**config.mk**
```make
export PLATFORM = sky130hd
export DESIGN_NAME = heater_bang_bang_with_safety_latch_flat
export DESIGN_NICKNAME = d
export VERILOG_FILES = /design/src/rtl/hbb_pkg.sv /design/src/rtl/hbb_sensor_if.sv /design/src/rtl/hbb_result_if.sv /design/src/rtl/hbb_lane.sv /design/src/rtl/hbb_merge.sv /design/src/rtl/heater_bang_bang_with_safety_latch.sv /design/src/flat_wrapper.sv
export SDC_FILE = /design/constraint.sdc
export NUM_CORES = 1
export LEC_CHECK = 0
export BUFFER_PORTS_ARGS = -buffer_cell sky130_fd_sc_hd__buf_4
export CAP_MARGIN = 10
export CORE_MARGIN = 2
export CORE_UTILIZATION = 23
export CTS_CLUSTER_DIAMETER = 150
export DETAILED_ROUTE_END_ITERATION = 16
export SYNTH_ARGS = -nofsm -noshare
export SYNTH_HDL_FRONTEND = slang
export SYNTH_SLANG_ARGS = --single-unit
export TNS_END_PERCENT = 20
```
**constraint.sdc**
```tcl
create_clock -name clk -period 5.55 [get_ports clk]
set_input_delay 0 -clock clk [delete_from_list [all_inputs] [get_ports clk]]
set_output_delay 0 -clock clk [all_outputs]
set_load 0.03 [all_outputs]
```
**src/rtl/hbb_pkg.sv**
```systemverilog
// package: shared constants, types and register indexes of the heater controller
`timescale 1ns / 1ps
`default_nettype none
package hbb_pkg;

	localparam int TEMP_W          = 13;
	localparam int DWELL_W         = 8;
	localparam int GOOD_W          = 12;
	localparam int MAX_FIELDS      = 4;
	localparam int NUM_SENSORS_DEF = 4;
	localparam int CFG_IDX_W       = 3;
	localparam int CFG_DATA_W      = 13;

	typedef logic signed [TEMP_W-1:0] temp_t;
	typedef logic [DWELL_W-1:0]       dwell_t;

	localparam temp_t  GOOD_HIGH        = 13'sd3200;
	localparam temp_t  SETPOINT_RST     = 13'sd0;
	localparam temp_t  MIN_LEGAL_RST    = -13'sd880;
	localparam temp_t  MAX_LEGAL_RST    = 13'sd2000;
	localparam dwell_t DWELL_LIMIT_RST  = 8'd10;
	localparam temp_t  DISCONNECT_RST   = -13'sd2032;
	localparam dwell_t DWELL_COUNT_RST  = 8'd255;

	typedef enum logic [CFG_IDX_W-1:0] {
		REG_SETPOINT    = 3'd0,
		REG_MIN_LEGAL   = 3'd1,
		REG_MAX_LEGAL   = 3'd2,
		REG_DWELL_LIMIT = 3'd3,
		REG_DISCONNECT  = 3'd4
	} cfg_idx_e;

	typedef struct packed {
		logic              bad;
		logic              good;
		logic [GOOD_W-1:0] val;
	} hbb_lane_t;

	typedef struct packed {
		logic heater_on;
		logic safety_latched;
	} hbb_res_t;

endpackage
`default_nettype wire

```
**src/rtl/hbb_sensor_if.sv**
```systemverilog
// interface: sensor item channel, four readings per item
`timescale 1ns / 1ps
`default_nettype none
interface hbb_sensor_if;
	logic           valid;
	logic           ready;
	hbb_pkg::temp_t temp_a;
	hbb_pkg::temp_t temp_b;
	hbb_pkg::temp_t temp_c;
	hbb_pkg::temp_t temp_d;

	modport source (output valid, output temp_a, output temp_b, output temp_c,
		output temp_d, input ready);
	modport sink (input valid, input temp_a, input temp_b, input temp_c,
		input temp_d, output ready);
endinterface
`default_nettype wire

```
**src/rtl/hbb_result_if.sv**
```systemverilog
// interface: result item channel, heater drive and latch status
`timescale 1ns / 1ps
`default_nettype none
interface hbb_result_if;
	logic valid;
	logic ready;
	logic heater_on;
	logic safety_latched;

	modport source (output valid, output heater_on, output safety_latched, input ready);
	modport sink (input valid, input heater_on, input safety_latched, output ready);
endinterface
`default_nettype wire

```
**src/rtl/hbb_lane.sv**
```systemverilog
// lane: legality and good-range check of one reading
`timescale 1ns / 1ps
`default_nettype none
module hbb_lane (
	input  hbb_pkg::temp_t    temp,
	input  hbb_pkg::temp_t    min_legal,
	input  hbb_pkg::temp_t    max_legal,
	input  hbb_pkg::temp_t    disconnect,
	output hbb_pkg::hbb_lane_t lane
);
	import hbb_pkg::*;

	always_comb begin
		lane.bad  = (temp == disconnect) || (temp < min_legal) || (temp > max_legal);
		lane.good = (temp > 13'sd0) && (temp < GOOD_HIGH);
		lane.val  = lane.good ? temp[GOOD_W-1:0] : '0;
	end
endmodule
`default_nettype wire

```
**src/rtl/hbb_merge.sv**
```systemverilog
// merge: sums lane results, decides heater state, holds dwell and latch state
`timescale 1ns / 1ps
`default_nettype none
module hbb_merge #(
	parameter int LANES = hbb_pkg::NUM_SENSORS_DEF
) (
	input  logic               clk,
	input  logic               arst_n,
	input  logic               accept,
	input  hbb_pkg::hbb_lane_t lanes [LANES],
	input  hbb_pkg::temp_t     setpoint,
	input  hbb_pkg::dwell_t    dwell_limit,
	output hbb_pkg::hbb_res_t  res
);
	import hbb_pkg::*;

	localparam int CNT_W  = $clog2(LANES + 1);
	localparam int SUM_W  = GOOD_W + CNT_W;
	localparam int PROD_W = TEMP_W + CNT_W + 1;

	logic                     heater_q;
	dwell_t                   dwell_q;
	logic                     unsafe_q;

	logic                     illegal;
	logic [CNT_W-1:0]         cnt;
	logic [SUM_W-1:0]         sum;
	logic signed [PROD_W-1:0] prod;
	logic signed [PROD_W-1:0] sum_ext;
	logic                     want;
	logic [DWELL_W:0]         inc;
	dwell_t                   dwell_sat;
	logic                     do_switch;
	logic                     heater_next;
	dwell_t                   dwell_next;

	always_comb begin
		illegal = 1'b0;
		cnt     = '0;
		sum     = '0;
		for (int i = 0; i < LANES; i++) begin
			illegal = illegal | lanes[i].bad;
			cnt     = cnt + CNT_W'(lanes[i].good);
			sum     = sum + SUM_W'(lanes[i].val);
		end
		prod      = PROD_W'(setpoint) * $signed(PROD_W'({1'b0, cnt}));
		sum_ext   = $signed(PROD_W'(sum));
		want      = (cnt != '0) && (sum_ext < prod);
		inc       = {1'b0, dwell_q} + (DWELL_W+1)'(1);
		dwell_sat = (inc < {1'b0, dwell_limit}) ? inc[DWELL_W-1:0] : dwell_limit;
		do_switch = (want != heater_q) && (dwell_sat >= dwell_limit);
		heater_next = do_switch ? want : heater_q;
		dwell_next  = do_switch ? '0 : dwell_sat;
	end

	always_comb begin
		priority if (unsafe_q) begin
			res.heater_on      = 1'b0;
			res.safety_latched = 1'b1;
		end else if (illegal) begin
			res.heater_on      = heater_q;
			res.safety_latched = 1'b1;
		end else begin
			res.heater_on      = heater_next;
			res.safety_latched = 1'b0;
		end
	end

	always_ff @(posedge clk or negedge arst_n) begin
		if (!arst_n) begin
			heater_q <= 1'b0;
			dwell_q  <= DWELL_COUNT_RST;
			unsafe_q <= 1'b0;
		end else if (accept && !unsafe_q) begin
			if (illegal) begin
				unsafe_q <= 1'b1;
			end else begin
				heater_q <= heater_next;
				dwell_q  <= dwell_next;
			end
		end
	end

	a_latch_sticky: assert property (@(posedge clk) disable iff (!arst_n)
		unsafe_q |=> unsafe_q)
		else $error("safety latch cleared without reset");

	a_state_frozen_latched: assert property (@(posedge clk) disable iff (!arst_n)
		unsafe_q |=> $stable(heater_q) && $stable(dwell_q))
		else $error("state moved while latched");

	a_switch_clears_dwell: assert property (@(posedge clk) disable iff (!arst_n)
		accept && !unsafe_q && !illegal && (heater_next != heater_q) |=> dwell_q == '0)
		else $error("heater switched without clearing dwell counter");

	a_trip_holds_heater: assert property (@(posedge clk) disable iff (!arst_n)
		accept && !unsafe_q && illegal |=> unsafe_q && heater_q == $past(heater_q))
		else $error("trip item changed heater state");
endmodule
`default_nettype wire

```
**src/rtl/heater_bang_bang_with_safety_latch.sv**
```systemverilog
// top level: bang-bang heater controller with minimum dwell and safety latch
//
//  channel   dir  payload                                   handshake
//  sensor    in   temp_a, temp_b, temp_c, temp_d (13b sgn)  valid / ready
//  result    out  heater_on, safety_latched                 valid / ready
//  cfg       in   cfg_idx (3b), cfg_data (13b)              cfg_we, no wait
//
// one item per cycle while the skid entry is empty; the result is registered in out_q or skid_q
// lane checks, adder tree, multiply-compare and state update settle in the accepting cycle
// output register plus one skid entry: input stalls only when both are full
// async active-low reset: heater off, dwell counter saturated, latch clear
// no clearing pass; the block takes items right after reset
`timescale 1ns / 1ps
`default_nettype none
module heater_bang_bang_with_safety_latch #(
	parameter int NUM_SENSORS = hbb_pkg::NUM_SENSORS_DEF
) (
	input  logic                             clk,
	input  logic                             arst_n,
	hbb_sensor_if.sink                       sensor,
	hbb_result_if.source                     result,
	input  logic                             cfg_we,
	input  logic [hbb_pkg::CFG_IDX_W-1:0]    cfg_idx,
	input  logic [hbb_pkg::CFG_DATA_W-1:0]   cfg_data
);
	import hbb_pkg::*;

	localparam int LANES = (NUM_SENSORS < MAX_FIELDS) ? NUM_SENSORS : MAX_FIELDS;

	temp_t     setpoint_q;
	temp_t     min_legal_q;
	temp_t     max_legal_q;
	dwell_t    dwell_limit_q;
	temp_t     disconnect_q;

	temp_t     temps [MAX_FIELDS];
	hbb_lane_t lanes [LANES];
	hbb_res_t  res;
	logic      accept;
	logic      take;

	hbb_res_t  out_q;
	logic      out_v_q;
	hbb_res_t  skid_q;
	logic      skid_v_q;

	always_ff @(posedge clk or negedge arst_n) begin
		if (!arst_n) begin
			setpoint_q    <= SETPOINT_RST;
			min_legal_q   <= MIN_LEGAL_RST;
			max_legal_q   <= MAX_LEGAL_RST;
			dwell_limit_q <= DWELL_LIMIT_RST;
			disconnect_q  <= DISCONNECT_RST;
		end else if (cfg_we) begin
			unique case (cfg_idx)
				REG_SETPOINT:    setpoint_q    <= cfg_data;
				REG_MIN_LEGAL:   min_legal_q   <= cfg_data;
				REG_MAX_LEGAL:   max_legal_q   <= cfg_data;
				REG_DWELL_LIMIT: dwell_limit_q <= cfg_data[DWELL_W-1:0];
				REG_DISCONNECT:  disconnect_q  <= cfg_data;
				default: ;
			endcase
		end
	end

	assign temps[0] = sensor.temp_a;
	assign temps[1] = sensor.temp_b;
	assign temps[2] = sensor.temp_c;
	assign temps[3] = sensor.temp_d;

	for (genvar g = 0; g < LANES; g++) begin : g_lane
		hbb_lane u_lane (
			.temp       (temps[g]),
			.min_legal  (min_legal_q),
			.max_legal  (max_legal_q),
			.disconnect (disconnect_q),
			.lane       (lanes[g])
		);
	end

	assign sensor.ready = !skid_v_q;
	assign accept       = sensor.valid && sensor.ready;
	assign take         = out_v_q && result.ready;

	hbb_merge #(
		.LANES (LANES)
	) u_merge (
		.clk         (clk),
		.arst_n      (arst_n),
		.accept      (accept),
		.lanes       (lanes),
		.setpoint    (setpoint_q),
		.dwell_limit (dwell_limit_q),
		.res         (res)
	);

	always_ff @(posedge clk or negedge arst_n) begin
		if (!arst_n) begin
			out_v_q  <= 1'b0;
			skid_v_q <= 1'b0;
		end else begin
			if (take && skid_v_q) begin
				skid_v_q <= 1'b0;
			end else if (accept && out_v_q && !take) begin
				skid_v_q <= 1'b1;
			end
			if (accept) begin
				out_v_q <= 1'b1;
			end else if (take && !skid_v_q) begin
				out_v_q <= 1'b0;
			end
		end
	end

	always_ff @(posedge clk) begin
		if (take && skid_v_q) begin
			out_q <= skid_q;
		end
		if (accept) begin
			if (!out_v_q || (take && !skid_v_q)) begin
				out_q <= res;
			end else begin
				skid_q <= res;
			end
		end
	end

	assign result.valid          = out_v_q;
	assign result.heater_on      = out_q.heater_on;
	assign result.safety_latched = out_q.safety_latched;

	a_skid_behind_out: assert property (@(posedge clk) disable iff (!arst_n)
		skid_v_q |-> out_v_q)
		else $error("skid entry held without output entry");

	a_accept_fills: assert property (@(posedge clk) disable iff (!arst_n)
		accept |=> out_v_q)
		else $error("accepted item not buffered");

	a_full_blocks: assert property (@(posedge clk) disable iff (!arst_n)
		out_v_q && skid_v_q |-> !accept)
		else $error("item accepted with buffer full");
endmodule
`default_nettype wire
```
**src/flat_wrapper.sv**
```systemverilog
// flat-port wrapper written by rule: the top's interface ports become plain ports
module heater_bang_bang_with_safety_latch_flat import hbb_pkg::*;
#(
	parameter int NUM_SENSORS = hbb_pkg::NUM_SENSORS_DEF
)
  (clk, arst_n, cfg_we, cfg_idx, cfg_data, sensor_valid, sensor_temp_a, sensor_temp_b, sensor_temp_c, sensor_temp_d, sensor_ready, result_valid, result_heater_on, result_safety_latched, result_ready);
  hbb_sensor_if sensor_i ();
  hbb_result_if result_i ();
  input  logic clk;
  input  logic arst_n;
  input  logic cfg_we;
  input  logic [hbb_pkg::CFG_IDX_W-1:0] cfg_idx;
  input  logic [hbb_pkg::CFG_DATA_W-1:0] cfg_data;
  input wire logic [$bits(sensor_i.valid)-1:0] sensor_valid;
  input wire logic [$bits(sensor_i.temp_a)-1:0] sensor_temp_a;
  input wire logic [$bits(sensor_i.temp_b)-1:0] sensor_temp_b;
  input wire logic [$bits(sensor_i.temp_c)-1:0] sensor_temp_c;
  input wire logic [$bits(sensor_i.temp_d)-1:0] sensor_temp_d;
  output wire logic [$bits(sensor_i.ready)-1:0] sensor_ready;
  output wire logic [$bits(result_i.valid)-1:0] result_valid;
  output wire logic [$bits(result_i.heater_on)-1:0] result_heater_on;
  output wire logic [$bits(result_i.safety_latched)-1:0] result_safety_latched;
  input wire logic [$bits(result_i.ready)-1:0] result_ready;
  assign sensor_i.valid = sensor_valid;
  assign sensor_i.temp_a = sensor_temp_a;
  assign sensor_i.temp_b = sensor_temp_b;
  assign sensor_i.temp_c = sensor_temp_c;
  assign sensor_i.temp_d = sensor_temp_d;
  assign sensor_ready = sensor_i.ready;
  assign result_valid = result_i.valid;
  assign result_heater_on = result_i.heater_on;
  assign result_safety_latched = result_i.safety_latched;
  assign result_i.ready = result_ready;
  heater_bang_bang_with_safety_latch #(.NUM_SENSORS(NUM_SENSORS)) u_core (.clk(clk), .arst_n(arst_n), .sensor(sensor_i), .result(result_i), .cfg_we(cfg_we), .cfg_idx(cfg_idx), .cfg_data(cfg_data));
endmodule
```
# After elaboration in Yosys (flattened, before gate mapping)
# Cells that the tools add are included.
# word_totals
regBits,76
inputBits,73
output_inout_bits,4
word_cells,109
# classes
addsub,7
multipliers,1
n_lt_le_gt_ge,19
eq_ne,9
n_mux,16
bitwise,5
reduce_logical,38
# ops
op,count
13-bit equality test,4
"13-bit by 1-bit > comparator with 1-bit output, second input constant",4
13-bit > comparator,4
13-bit < comparator,4
"13-bit < comparator, second input constant",4
12-bit 2-to-1 mux,4
16-bit by 17-bit < comparator with 1-bit output,1
13-bit by 4-bit multiplier with 17-bit output,1
8-bit 2-to-1 mux,2
2-bit AND reduction,8
14-bit by 12-bit adder with 15-bit output,1
13-bit by 12-bit adder with 14-bit output,1
12-bit by 12-bit adder with 13-bit output,1
1-bit logical AND,13
2-bit 2-to-1 mux,5
"8-bit by 1-bit adder with 9-bit output, second input constant",1
1-bit logical OR,9
9-bit by 8-bit < comparator with 1-bit output,1
8-bit >= comparator,1
"3-bit by 2-bit equality test with 1-bit output, second input constant",2
1-bit 2-to-1 mux,5
1-bit zero test,4
2-bit nonzero test,2
2-bit by 1-bit adder with 3-bit output,1
other kinds (9),12

# Logic depth before layout (Yosys ltp)
# logic_depth
ltp_word,15
ltp_mapped,32
ltp_nobuf,31

# By module
# Synthesis repeated with hierarchy kept, for this count alone.
# unflattened
hier_cells,1134
hier_area_um2,10382.5
# by_module_without_submodules
mod,n_inst,cells_per_inst,area_each_um2,seq_area_each_um2
hbb_merge,1,494,3978.8,260.2
hbb_lane,4,122,938.4,0.0
heater_bang_bang_with_safety_latch,1,152,2650.0,1671.6

# Worst setup path after synthesis
# OpenSTA, ideal clock, no wires.
# synth_timing
path_type,input -> register
startpoint,input sensor_temp_a[5]
endpoint,register u_core.u_merge.dwell_q[2]
setup_time_ns,0.080
arrival_time_ns,6.597
t_required_ns,5.470
setup_slack_ns,-1.127
path_stages,27
n_path_buf,2
cell_sequence,or4_1 -> or4_1 -> nor4_1 -> a311oi_1 -> clkbuf_1 -> fa_1 -> ha_1 -> ha_1 -> clkbuf_1 -> and2_1 -> ha_1 -> fa_1 -> fa_1 -> a211oi_2 -> o21ai_2 -> a311oi_4 -> xor2_1 -> ha_1 -> a21oi_1 -> o21ai_0 -> a221oi_1 -> o21ai_1 -> nor4b_2 -> a211oi_2 -> xnor2_2 -> nand2_2 -> a32o_1
# synth_between
elab_chain_len,11
word_cells_on_any_way,27
cone_classes,6 x add/sub; 1 x mul; 5 x order compare; 2 x eq/ne; 2 x mux; 4 x bitwise; 7 x reduce/logical
# synth_lines
item,line,source
start: declaration,flat_wrapper.sv:15,input wire logic [$bits(sensor_i.temp_a)-1:0] sensor_temp_a;
13-bit by 1-bit > comparator with 1-bit output / 13-bit < comparator (equally long branches),hbb_lane.sv:15,lane.good = (temp > 13'sd0) && (temp < GOOD_HIGH);
1-bit logical AND,hbb_lane.sv:15,
1-bit by 1-bit adder with 2-bit output / 12-bit 2-to-1 mux (equally long branches),"hbb_merge.sv:43, hbb_lane.sv:16",
2-bit by 1-bit adder with 3-bit output / 12-bit by 12-bit adder with 13-bit output (equally long branches),"hbb_merge.sv:43, hbb_merge.sv:44",
3-bit by 1-bit adder with 3-bit output / 13-bit by 12-bit adder with 14-bit output (equally long branches),"hbb_merge.sv:43, hbb_merge.sv:44",
13-bit by 4-bit multiplier with 17-bit output / 14-bit by 12-bit adder with 15-bit output (equally long branches),"hbb_merge.sv:46, hbb_merge.sv:44",
16-bit by 17-bit < comparator with 1-bit output,hbb_merge.sv:48,want = (cnt != '0) && (sum_ext < prod);
1-bit logical AND,hbb_merge.sv:48,
1-bit inequality test,hbb_merge.sv:51,do_switch = (want != heater_q) && (dwell_sat >= dwell_limit);
1-bit logical AND,hbb_merge.sv:51,
8-bit 2-to-1 mux,hbb_merge.sv:53,dwell_next = do_switch ? '0 : dwell_sat;
end signal: assignment,hbb_merge.sv:79,dwell_q <= dwell_next;
end: declaration,hbb_merge.sv:22,dwell_t dwell_q;
# Several ways; a longest one is shown, not always the timed one.
# A chain may end at the register's enable or synchronous reset.

# Worst setup path after layout
# layout_timing
startpoint,input sensor_temp_a[2]
endpoint,register u_core.u_merge.dwell_q[6]
# Same word-level chain as after synthesis.

==> flow_summary.ini <==
[outcome]
status = complete, but fails checks
violations = setup timing

[route]
antenna_left = 0
vias = 8824
drt-total-wl_um = 32350
dr_wl_met3_um = 1370
wirelength_met1_um = 14240
drc = 0
drtIter0Drc = 489
firstDrtPassIters = 5
wl_per_cell_um = 17.41
vias_per_cell = 4.749
wl_met2_um = 15360
routed.top_layer = met4

[clock_tree]
clock_path_buffers = 2
cts_root_buf = clkbuf_16
cts_buffers = 9
clk_pin_slew_ns = 0.06
clk_latency_ns = 0.33
cts.sinks = 76
cts_tree = built
h-tree-depth = 3

[placed_design]
dp_hpwl_um = 27120
gp_congestion = 0.9730
port_buffers = 76
postPlaceCellArea_mm2 = 0.01201

[finish]
areaGrowthSynthToFinish_pct = 30.58
drive_gt1_share_pct = 26.38
post-route-cell-area_mm2 = 0.01279
diodes = 0
num-fill-cells = 4339
fin_util_pct = 30.49
seq_area_mm2 = 0.001932
layout.nets = 1600
multi_input_area_mm2 = 0.007492

[die]
fp-row-count = 75
floorplan.initialDensity_pct = 23.35
placeableCoreArea_mm2 = 0.04195
die_w_um = 210.4
ios = 77
die_h_um = 210.4
dieArea_mm2 = 0.04426

[worst_setup_path]
r2r_setup_slack_ns = 0.83
required_ns = 5.81
crit_family = adder cells
critPathBufInv = 5
worstReg2RegEnd = u_core.u_merge.dwell_q[6]
crit_path_end_kind = flop
reg2reg_depth = 24
crit_type = primary input to flop
crit_path_start = sensor_temp_a[2]
arrival_ns = 6.46
cp-start-kind = primary input
slowest_stage = fa_1
crit_path_max_incr_delay_ns = 0.54
r2r-start = u_core.setpoint_q[2]
endpoint = u_core.u_merge.dwell_q[6]
critPathMaxFanout = 8
worstSetupPathDepth = 33

[timing]
clock.fmax_ghz = 0.1611
layout_worst_path_cycle_share_pct = 111.8
maxSlewViolCount = 0
setup_viol = 11
relSlewSlack_pct = 33.93
setup_ws_ns = -0.6576
rsz0062_at_grt = true
tightest_slew_ns = 0.9867
hold_viol_final = 0
skew_ns = 0.01144
fin_crit_ns = 6.208

[synthesis]
synth_edf_count = 2
synth-async-reset-ratio_pct = 94.74
syn_inst = 1104
syn_nets = 1390
yosysSeqAreaShare_pct = 19.72
synth.avg_cell_area_um2 = 8.873
ys_types = 75
synth_seq_cells = 76
netlist_area_mm2 = 0.009796
yosys_warnings = 0
ys.flop_type = dfrtp_1

[power_and_ir_drop]
power.total_uw = 3681
ir_drop_mv = 0.1918
powerDensity_mw_per_mm2 = 287.8
p_leak_uw = 0.005998

[worst_hold_path]
hp-class = primary input to flop

[global_route]
grt_overflow = 0
grt_pass1_wl_um = 50130
grt_max_degree = 73
track_usage_pct = 14.56
grt_pass1_vias = 8878
antenna_found_initial = 0

[flow_run]
drv_cap = 0
-- synthesized netlist by cell type (all sizes together) (7+ instances only) --
master | count | share of area (%)
nand2 | 90 | 3.5
and2 | 59 | 3.8
a211oi | 8 | 0.72
mux2 | 38 | 4.4
xnor2 | 54 | 4.9
ha | 175 | 22
o21a | 10 | 0.77
nor4 | 18 | 1.1
nor3 | 18 | 1.1
dfstp | 24 | 6.4
inv | 141 | 5.4
nand4 | 18 | 1.3
clkbuf | 15 | 0.57
nor2 | 38 | 1.5
a32o | 7 | 0.72
a21oi | 39 | 2.0
nand2b | 7 | 0.45
dfrtp | 48 | 12
a31oi | 9 | 0.57
or3 | 8 | 0.51
o21bai | 7 | 0.54
xor2 | 22 | 2.0
fa | 38 | 7.8
nand3 | 27 | 1.4
a21o | 17 | 1.3
buf | 13 | 0.79
o21ai | 63 | 3.3
nor2b | 10 | 0.64
-- repair_timing --
action                                 4_1_cts  5_1_grt
buffers inserted                             7        2
hold buffers                                16        0
setup endpoints to repair                   11       11
pin swaps                                   16        9
endpoints found under the hold margin      106        0
gates resized for setup                     16       22
-- worst register-to-register path: cells and delay by family (launching register included) --
family / cells / cell delay [ns]
compound gates: 9 / 1.79
xor+xnor: 2 / 0.28
fa+ha+maj: 4 / 1.25
buf+inv: 3 / 0.32
flops: 1 / 0.41
simple gates: 6 / 0.61
-- through the flow --
| step | instances | hold WS [ns] | TNS, ns | setup WS [ns] |
|---|---|---|---|---|
| 3_3_place_gp | 1817 | 0.1749 | -10.78 | -1.036 |
| 2_1_floorplan | 1104 | -0.2956 | -8.298 | -0.8237 |
| 6_report | 1858 | 0.04946 | -6.508 | -0.6576 |
| 3_5_place_dp | 1817 | 0.1895 | -12.41 | -1.187 |
| 4_1_cts | 1856 | 0.04918 | -6.903 | -0.6997 |
| 5_1_grt | 1858 | 0.07187 | -9.263 | -0.8975 |
-- where the power goes --
| part | total, uW | switching, uW | internal [uW] |
|---|---|---|---|
| Clock | 714 | 228 | 486 |
| Combinational | 2160 | 1130 | 1030 |
| Sequential | 809 | 128 | 681 |
-- flip-flops by register name, summed over array words and instances (netlist names), 2 cells and up --
register,cells
u_core.u_merge.dwell_q,8
u_core.disconnect_q,13
u_core.dwell_limit_q,8
u_core.max_legal_q,13
u_core.setpoint_q,13
u_core.min_legal_q,13
u_core.skid_q,2
-- cell type report --
type | count | share of cell area (%)
Multi-Input combinational cell | 858 | 58.57
Sequential cell | 76 | 15.10
Timing Repair Buffer | 227 | 14.02
Tap cell | 539 | 5.272
Inverter | 142 | 4.167
Clock buffer | 10 | 1.790
Clock inverter | 6 | 1.076
-- placed cells by master, fill, tap and decap left out, types with 7 or more instances in the layout --
cell / count
a21o_1: 17
a21oi_1: 31
a21oi_2: 7
a31oi_1: 9
a32o_1: 7
and2_1: 55
buf_4: 205
clkbuf_16: 10
dfrtp_1: 48
dfstp_2: 24
dlygate4sd3_1: 16
fa_1: 36
ha_1: 161
ha_4: 11
inv_1: 137
mux2_2: 37
nand2_1: 89
nand2b_1: 7
nand3_1: 27
nand4_1: 17
nor2_1: 37
nor2b_1: 9
nor3_1: 14
nor4_1: 16
o21a_1: 10
o21ai_0: 53
o21ai_1: 8
o21bai_1: 7
or3_1: 8
xnor2_1: 52
xor2_1: 21
-- worst min path at each step --
| stage | start | to | slack (ns) | depth (start not counted) |
|---|---|---|---|---|
| 2_1_floorplan | arst_n | u_core.disconnect_q[0] | -0.30 | 0 |
| 3_3_place_gp | arst_n | u_core.skid_v_q | 0.17 | 1 |
| 3_5_place_dp | arst_n | u_core.result.valid | 0.19 | 1 |
| 4_1_cts | sensor_valid | u_core.result.valid | 0.05 | 3 |
| 5_1_grt | sensor_valid | u_core.result.valid | 0.07 | 3 |
| 6_report | sensor_valid | u_core.result.valid | 0.05 | 3 |
-- logic make-up (layout without fill, tap and decap cells) --
logic type | after synthesis | after routing | synth area share [%]
simple gates | 317 | 317 | 17.21
fa+ha+maj | 213 | 213 | 30.12
compound gates | 210 | 210 | 14.50
buf+inv | 170 | 385 | 6.808
xor+xnor | 76 | 76 | 6.872
flops | 76 | 76 | 19.72
mux | 42 | 42 | 4.777
-- per-layer routing --
layer	global-route usage, %	up-vias
met3	2.145	75
met2	25.15	229
met1	18.38	4238
li1	-	4282
met4	5.367	0
met5	0	-
Power figures use the tool's default switching activity.
